$ cat src/kla_pkg.sv
// Shared constants and controller/datapath interface types for the k-th ancestor block.
`timescale 1ns / 1ps

package kla_pkg;

  localparam int MAX_NODES = 1024;
  localparam int LEVELS    = 10;
  localparam int NODE_W    = 11;
  localparam int IDX_W     = $clog2(MAX_NODES);
  localparam int LVL_W     = $clog2(LEVELS + 1);
  localparam int JUMP_W    = 20;
  localparam int ADDR_W    = LVL_W + IDX_W;
  localparam int DEPTH     = LEVELS * MAX_NODES;

  localparam logic OP_LOAD  = 1'b0;
  localparam logic OP_QUERY = 1'b1;

  typedef enum logic [2:0] {
    ST_IDLE,
    ST_BROOT,
    ST_BRD1,
    ST_BRD2,
    ST_BWR,
    ST_QSTEP,
    ST_QWAIT,
    ST_QDONE
  } state_t;

  typedef struct packed {
    logic load_store;
    logic q_start;
    logic q_skip;
    logic q_read;
    logic q_take;
    logic b_root;
    logic b_rd1;
    logic b_rd2;
    logic b_wr;
    logic b_done;
    logic out_load;
  } cmd_t;

  typedef struct packed {
    logic ok;
    logic bit_set;
    logic lvl_end;
    logic nd_last;
    logic lvl_last;
    logic out_free;
  } status_t;

endpackage

$ cat src/kla_ctrl.sv
// Controller state machine: sequences loads, the table build and query walks.
`timescale 1ns / 1ps

module kla_ctrl
  import kla_pkg::*;
(
  input  logic    clk,
  input  logic    rst,
  input  logic    in_valid,
  output logic    in_ready,
  input  logic    operation,
  input  logic    last_load,
  input  status_t st,
  output cmd_t    cmd
);

  state_t state;
  state_t state_next;

  always_ff @(posedge clk) begin
    if (rst) begin
      state <= ST_IDLE;
    end else begin
      state <= state_next;
    end
  end

  always_comb begin
    state_next = state;
    cmd        = '0;
    in_ready   = 1'b0;
    case (state)
      ST_IDLE: begin
        in_ready = 1'b1;
        if (in_valid) begin
          if (operation == OP_LOAD) begin
            cmd.load_store = 1'b1;
            if (last_load) begin
              state_next = ST_BROOT;
            end
          end else begin
            cmd.q_start = 1'b1;
            state_next  = ST_QSTEP;
          end
        end
      end
      ST_BROOT: begin
        cmd.b_root = 1'b1;
        state_next = ST_BRD1;
      end
      ST_BRD1: begin
        cmd.b_rd1  = 1'b1;
        state_next = ST_BRD2;
      end
      ST_BRD2: begin
        cmd.b_rd2  = 1'b1;
        state_next = ST_BWR;
      end
      ST_BWR: begin
        cmd.b_wr = 1'b1;
        if (st.nd_last && st.lvl_last) begin
          cmd.b_done = 1'b1;
          state_next = ST_IDLE;
        end else begin
          state_next = ST_BRD1;
        end
      end
      ST_QSTEP: begin
        if (!st.ok || st.lvl_end) begin
          state_next = ST_QDONE;
        end else if (st.bit_set) begin
          cmd.q_read = 1'b1;
          state_next = ST_QWAIT;
        end else begin
          cmd.q_skip = 1'b1;
        end
      end
      ST_QWAIT: begin
        cmd.q_take = 1'b1;
        state_next = ST_QSTEP;
      end
      ST_QDONE: begin
        if (st.out_free) begin
          cmd.out_load = 1'b1;
          state_next   = ST_IDLE;
        end
      end
      default: begin
        state_next = ST_IDLE;
      end
    endcase
  end

endmodule

$ cat config.mk
export PLATFORM = sky130hd
export DESIGN_NAME = kla_ctrl
export DESIGN_NICKNAME = d
export VERILOG_FILES = /design/src/kla_pkg.sv /design/src/kla_ctrl.sv
export SDC_FILE = /design/constraint.sdc
export NUM_CORES = 1
export LEC_CHECK = 0
export ABC_AREA = 1
export BUFFER_PORTS_ARGS = -buffer_cell sky130_fd_sc_hd__buf_2
export CORE_AREA = 2 2 39 41
export CTS_CLUSTER_DIAMETER = 40
export DETAILED_ROUTE_END_ITERATION = 12
export DIE_AREA = 0 0 41 43
export MAX_ROUTING_LAYER = met4
export PLACE_DENSITY = 0.48
export SYNTH_ARGS = -nofsm -noshare
export SYNTH_HDL_FRONTEND = slang
export SYNTH_SLANG_ARGS = --single-unit
export TNS_END_PERCENT = 5
$ cat constraint.sdc
create_clock -name clk -period 1.2 [get_ports clk]
set_input_delay 0.12 -clock clk [delete_from_list [all_inputs] [get_ports clk]]
set_output_delay 0.12 -clock clk [all_outputs]
set_load 0.05 [all_outputs]
Yosys cells after proc, flatten, opt, wreduce, memory -nomap -nowiden
Cells that the tools add are included.
{"block": "classes", "n_reduce_logical": 5, "n_eq_ne": 11, "n_mux": 25}
{"op": "$pmux 3 s8", "n": 1}
{"op": "$mux 3", "n": 6}
{"op": "$eq 3x3->1 const B", "n": 4}
{"op": "$mux 1", "n": 12}
{"op": "$mux 2", "n": 6}
{"op": "$eq 3x2->1 const B", "n": 2}
{"op": "$ne 3x3->1 const B", "n": 2}
{"op": "$ne 2x2->1 const B", "n": 2}
{"op": "$reduce_and 4->1", "n": 1}
{"op": "$eq 3x1->1 const B", "n": 1}
{"op": "$logic_not 3->1", "n": 1}
{"op": "$logic_and 1x1->1", "n": 1}
{"op": "$logic_not 1->1", "n": 1}
{"op": "$logic_or 1x1->1", "n": 1}
{"block": "word_totals", "wordCells": 42, "output_inout_bits": 12, "inputBits": 11, "regBits": 3}

Logic depth before layout (Yosys ltp)
Gate-level depths: netlist of run 1.
{"block": "logic_depth", "ltp_word": 4, "depth_mapped": 7, "ltp_nobuf": 7}

Least setup slack after synthesis of run 1
Ideal clock, no wire load.
{"block": "synth_path", "path_type": "reg2out", "from": "register state[1]", "to": "output port cmd[10] in the netlist's numbering", "arrival_ps": 2194, "t_required_ps": 1080, "slack_ps": -1114, "n_path_buf": 0, "path_stages_with_launch": 6, "path_cell_list": "dfxtp_1 -> inv_1 -> nand2_2 -> nor2_2 -> inv_2 -> nor3_1"}
{"item": "from (decl)", "line_no": "kla_ctrl.sv:17", "rtl": "state_t state;"}
{"item": "from (signal assigned)", "line_no": "kla_ctrl.sv:24", "rtl": "state <= state_next;"}
{"item": "to (decl)", "line_no": "kla_ctrl.sv:14", "rtl": "output cmd_t cmd"}

==> results.ini, run 1 <==
[clock_network]
cts_hold_buf = 0
clock_tree.buffer_depth = 2
cts_tree = built
cts_sinks = 3
clk_root_buffer_cell = clkbuf_4
cts_buffers = 3
clk_latency_ps = 240
clkSlewWorstSetupHoldPaths_ps = 30
htreeDepth = 1

[sta]
maxSlewHeadroom_pct = 85.5
fin_ws_ps = -60.0
max_freq_mhz = 794
tns_ps = -279
worst_pin_slew_ps = 216
drv_slew = 0
rsz0062_at_grt = yes
setup_viol = 6
finalCritPeriodShare_pct = 105
min_period_ps = 1260
fin_skew_ps = 7.31
hold_viol = 0

[power_and_ir_drop]
intPower_uw = 935
p_clk_share_pct = 9.1
swShare_pct = 52.9
power_density_nw_per_um2 = 2910
pwr-share-comb_pct = 79.2
irDropWorstVdd_mv = 1.63
leakage_uw = 0.000345
p_sw_uw = 1050
seqPwrFrac_pct = 11.7

[worst_setup_path]
crit_chain = inv_4 -> nand2_4 -> nor2_4 -> inv_4 -> nor3_4 -> buf_6
critPathCaptureType = output port
critical_path_required_ps = 1080
rrSetupSlack_ps = 40
worst-setup-path-type = flop to output port
slowest_stage = dfxtp_4
critical-path-max-stage-delay_ps = 350
cp-start-kind = flop
worstPathArrival_ps = 1140
cp_common_cell = inv_4
crit_fanout = 3
reg2reg_depth = 7

[finish]
largest-register = state
fillers = 130
mostFrequentLayoutCell = buf_6
utilization_pct = 49.3
largest_reg_flops = 3
syn2layout_area_growth_pct = 123
drive_above_1_share_pct = 60.4
fin_area_sq_um = 682
diodes = 0
stdcell_count = 107
nNetsFinal = 103
top_regs = state: 3 flops
final_cell_mix = buf_6 (11), buf_2 (10), inv_1 (9), nor2_1 (9), buf_4 (8)

[route]
route.detailed.drc = 0
vias = 457
dr.pass1.iters = 4
ant_nets = 0
route.final.wire_length_microns = 949
via_per_inst = 4.27
initialDrtViolationCount = 5
wire_per_inst_microns = 8.87

[global_route]
antenna_found_initial = 0
grt_pass1_vias = 384
grt_pass1_wl_microns = 1500
grt-ovfl-total = 0
grt_start_max_net_pins = 6
gr-usage-all-layers_pct = 12.6

[logic_synthesis]
syn_nets = 68
syn_inst = 57
synth_cell_types = 15
ys_ff_latch = 3
avgSynthCellArea_sq_um = 5.36
yosysWarnings = 0
synth_area_sq_um = 305
synth-seq-area-share_pct = 19.7

[hold_path]
hp-class = input port to flop
holdPathStages = 2

[floorplan]
die_h_microns = 43
dieArea_sq_um = 1760
pin_count = 23
die_x_microns = 41
fp.coreArea_sq_um = 1380
rows = 14
start_util_pct = 22.1

[flow_run]
maxCapViolCount = 0

[run_status]
violations = setup timing
status = finished with violations

[placement]
dpl_cell_area_sq_um = 553
gp_congestion = 0.743
io_buffers = 22
dpl_worst_slack_ps = -4.79
post-dp-hpwl_microns = 792
place_inst = 102

-- cells by family after synthesis --
logic type | after synthesis | share of synthesized area (%)
buffers and inverters | 13 | 16.0
AOI/OAI and AO/OA | 4 | 9.01
DFF | 3 | 19.7
and+or+nand+nor | 37 | 55.3
-- routing by layer --
metal | up-vias | GRT usage, % | wire length [microns]
li1 | 248 | - | -
met1 | 198 | 16.5 | 434
met2 | 11 | 18.4 | 473
met3 | 0 | 6.28 | 41
met4 | 0 | 0 | 0
met5 | - | - | 0
-- power by group through the flow --
stage / combinational, uW / clock (uW) / sequential, uW
2_1_floorplan: 913 / 0 / 239
3_3_place_gp: 1360 / 0 / 222
3_5_place_dp: 1350 / 0 / 223
4_1_cts: 1500 / 182 / 229
5_1_grt: 1700 / 191 / 242
6_report: 1570 / 180 / 232
-- final cells by class --
cell class / instances / area (sq um) / area share [%]
repair buffers: 30 / 249 / 36.5
flip-flops and latches: 3 / 66.3 / 9.72
well taps: 16 / 20.0 / 2.94
clock buffers: 4 / 26.3 / 3.85
multi-input cells: 41 / 264 / 38.7
inverters: 13 / 56.3 / 8.26
-- worst paths after layout --
path / to / startpoint
max: cmd[10] / state[0]
min: state[1] / rst
max reg2reg: state[0] / state[1]
min reg2reg: state[0] / state[0]
-- per-stage QoR --
stage	hold WS, ps	power (uW)
after floorplan	182	1150
after global placement	284	1580
after detailed placement	291	1570
after CTS	49.6	1910
after global routing	57.3	2130
final	51.8	1990
-- synth_stat cells --
cell | count | area, sq um
o21ai_2 | 2 | 17.5
nor4_1 | 1 | 6.26
inv_2 | 1 | 3.75
nor2_1 | 15 | 56.3
nor3_1 | 3 | 15.0
inv_1 | 12 | 45.0
nand2_1 | 7 | 26.3
nand3_2 | 1 | 10.0
a21oi_1 | 1 | 5.00
o21ai_0 | 1 | 5.00
dfxtp_1 | 3 | 60.1
nand3_1 | 7 | 35.0
nor2_2 | 1 | 6.26
nand3b_1 | 1 | 7.51
nand2_2 | 1 | 6.26
-- worst max-delay path, delay by kind of cell, from the launching register on --
kind	cells	cell delay [ps]
DFF	1	350
and+or+nand+nor	3	270
buffers and inverters	3	300
-- timing repair --
| item | in CTS | in global routing |
|---|---|---|
| gates cloned | 0 | 0 |
| setup buffers | 1 | 0 |
| gates resized for setup | 22 | 11 |
| pin swaps | 3 | 1 |
| setup endpoints to repair | 12 | 15 |
Note: power is estimated with default switching activity, not from simulation.
==> inputs of run 2 (changes only) <==
CELL_PAD_IN_SITES_DETAIL_PLACEMENT = 1   (was unset)
CELL_PAD_IN_SITES_GLOBAL_PLACEMENT = 1   (was unset)
CORE_AREA = unset   (was 2 2 39 41)
CORE_MARGIN = 2   (was unset)
CORE_UTILIZATION = 21   (was unset)
DIE_AREA = unset   (was 0 0 41 43)
PLACE_DENSITY = 0.68   (was 0.48)
==> run 2 against run 1 <==
Compared with the run above: the run still ends with setup timing left; utilization is 1.3 points higher; via count is 4.6% higher; worst setup slack worse by 47 ps; total power is 0.75% higher; routed wire length is 24% higher; first-iteration DRC count is 100% lower; die area is 0.68% higher; non-clock buffer count stayed put; critical path type unchanged; highest routed layer unchanged.
==> results.ini, run 2 (synthesis gave the netlist of run 1 again) <==
[clock_network]
clkSlewWorstSetupHoldPaths_ps = 40  ; about the same
cts_sinks = 3  ; unchanged
cts_buffers = 3  ; unchanged
clk_root_buffer_cell = clkbuf_4
htreeDepth = 1  ; unchanged
clk_latency_ps = 230  ; about the same
clock_tree.buffer_depth = 2  ; unchanged
cts_tree = built

[finish]
utilization_pct = 50.6  ; +1.3 points
final_cell_mix = nor2_1 (12), buf_2 (10), buf_4 (10), inv_1 (9), buf_6 (9)
drive_above_1_share_pct = 57.1  ; -3.3 points
mostFrequentLayoutCell = nor2_1
nNetsFinal = 103  ; unchanged
fillers = 184  ; +42%
syn2layout_area_growth_pct = 121
top_regs = state: 3 flops
largest_reg_flops = 3  ; unchanged
largest-register = state
diodes = 0  ; unchanged

[route]
wl_met3_microns = 48  ; +17%
route.detailed.drc = 0  ; unchanged
route.final.wire_length_microns = 1180  ; +24%
ant_nets = 0  ; unchanged
met2_length_microns = 617  ; +30%
wire_per_inst_microns = 11.1  ; +26%
vias = 478  ; +4.6%
drt-met1-wl_microns = 513  ; +18%
initialDrtViolationCount = 0  ; -5
via_per_inst = 4.51  ; +5.6%
topRoutingLayerUsed = met3
dr.pass1.iters = 1  ; -3

[floorplan]
pin_count = 23  ; unchanged
start_util_pct = 22.9  ; +0.83 points
die_h_microns = 42.1  ; -2.0%
die_x_microns = 42.1  ; +2.8%
rows = 13  ; -1
dieArea_sq_um = 1770  ; +0.68%
fp.coreArea_sq_um = 1330  ; -3.6%

[placement]
dpl_worst_slack_ps = -19.9  ; -15.1 ps
post-dp-hpwl_microns = 974  ; +23%
io_buffers = 22  ; unchanged
gp_congestion = 0.754  ; +1.4%

[sta]
min_period_ps = 1310  ; +47.2 ps
hold_viol = 0  ; unchanged
max_freq_mhz = 765  ; -3.6%
tns_ps = -495  ; -217 ps
setup_viol = 8  ; +2
finalCritPeriodShare_pct = 109  ; +3.9 points
worst_pin_slew_ps = 233  ; +17.2 ps
fin_skew_ps = 0.234  ; -7.08 ps
drv_slew = 0  ; unchanged
rsz0062_at_grt = yes
maxSlewHeadroom_pct = 84.4  ; -1.1 points
worst_hold_slack_ps = 49.5  ; -2.26 ps
fin_ws_ps = -107  ; -47.2 ps

[worst_setup_path]
worstPathArrival_ps = 1190  ; +50 ps
critPathCaptureType = output port
crit_fanout = 4  ; +1
critical_path_required_ps = 1080  ; about the same
worst-setup-path-type = flop to output port
cp-start-kind = flop

[hold_path]
hp-class = input port to flop

[power_and_ir_drop]
power_density_nw_per_um2 = 2970  ; +1.9%
finalPower_uw = 2000  ; +0.75%
leakage_uw = 0.000348  ; +0.96%
irDropWorstVdd_mv = 1.01  ; -38%

[run_status]
status = finished with violations
violations = setup timing

[global_route]
grt_pass1_vias = 490  ; +28%
gr-usage-all-layers_pct = 15.1  ; +2.5 points
grt-ovfl-total = 0  ; unchanged
antenna_found_initial = 0  ; unchanged
grt_pass1_wl_microns = 2030  ; +35%
grt_start_max_net_pins = 6  ; unchanged

[flow_run]
maxCapViolCount = 0  ; unchanged

[run 2: worst paths after layout]
| kind | start | to | slack [ps] | cells after the start |
|---|---|---|---|---|
| worst min-delay path | rst | state[1] | 50 | 2 |
| worst max-delay path | state[0] | cmd[9] | -110 | 6 |
| worst max register to register | state[0] | state[2] | 10 | 9 |
| worst min register to register | state[0] | state[1] | 730 | 4 |
[run 2: final cells by class]
cell class	count	area, sq um	share of cell area, %
multi-input cells	41	268	39.7
repair buffers	30	241	35.8
flip-flops and latches	3	66.3	9.83
inverters	13	53.8	7.98
clock buffers	4	26.3	3.90
well taps	15	18.8	2.78
[run 2: power by group]
part | switching (uW) | internal, uW | total [uW]
clock | 50.9 | 125 | 175
sequential | 68.7 | 164 | 233
combinational | 955 | 637 | 1590
total | 1070 | 926 | 2000
[run 2: per-layer routing]
metal	up-vias	track usage (%)
met5	-	-
li1	244	-
met4	0	3.75
met3	0	3.88
met1	220	15.9
met2	14	27.8
[run 2: through the flow]
stage               std cells  cell area [sq um]
floorplan                  57                370
global placement          100                544
detailed placement        100                544
CTS                       106                657
global route              106                674
finish                    106                674
[run 2: critical path: stages (launching register included)]
cell and delay (ps):
dfxtp_4 350, inv_4 60, nand2_4 50, nor2_4 120
inv_4 60, nor3_4 130, buf_6 180
[run 2: timing repair]
item,CTS,global route
buffers inserted,2,0
hold endpoints to repair,0,0
pin swaps,3,1
endpoints found under the setup margin,12,15
resized for setup,24,5
hold buffers,0,0
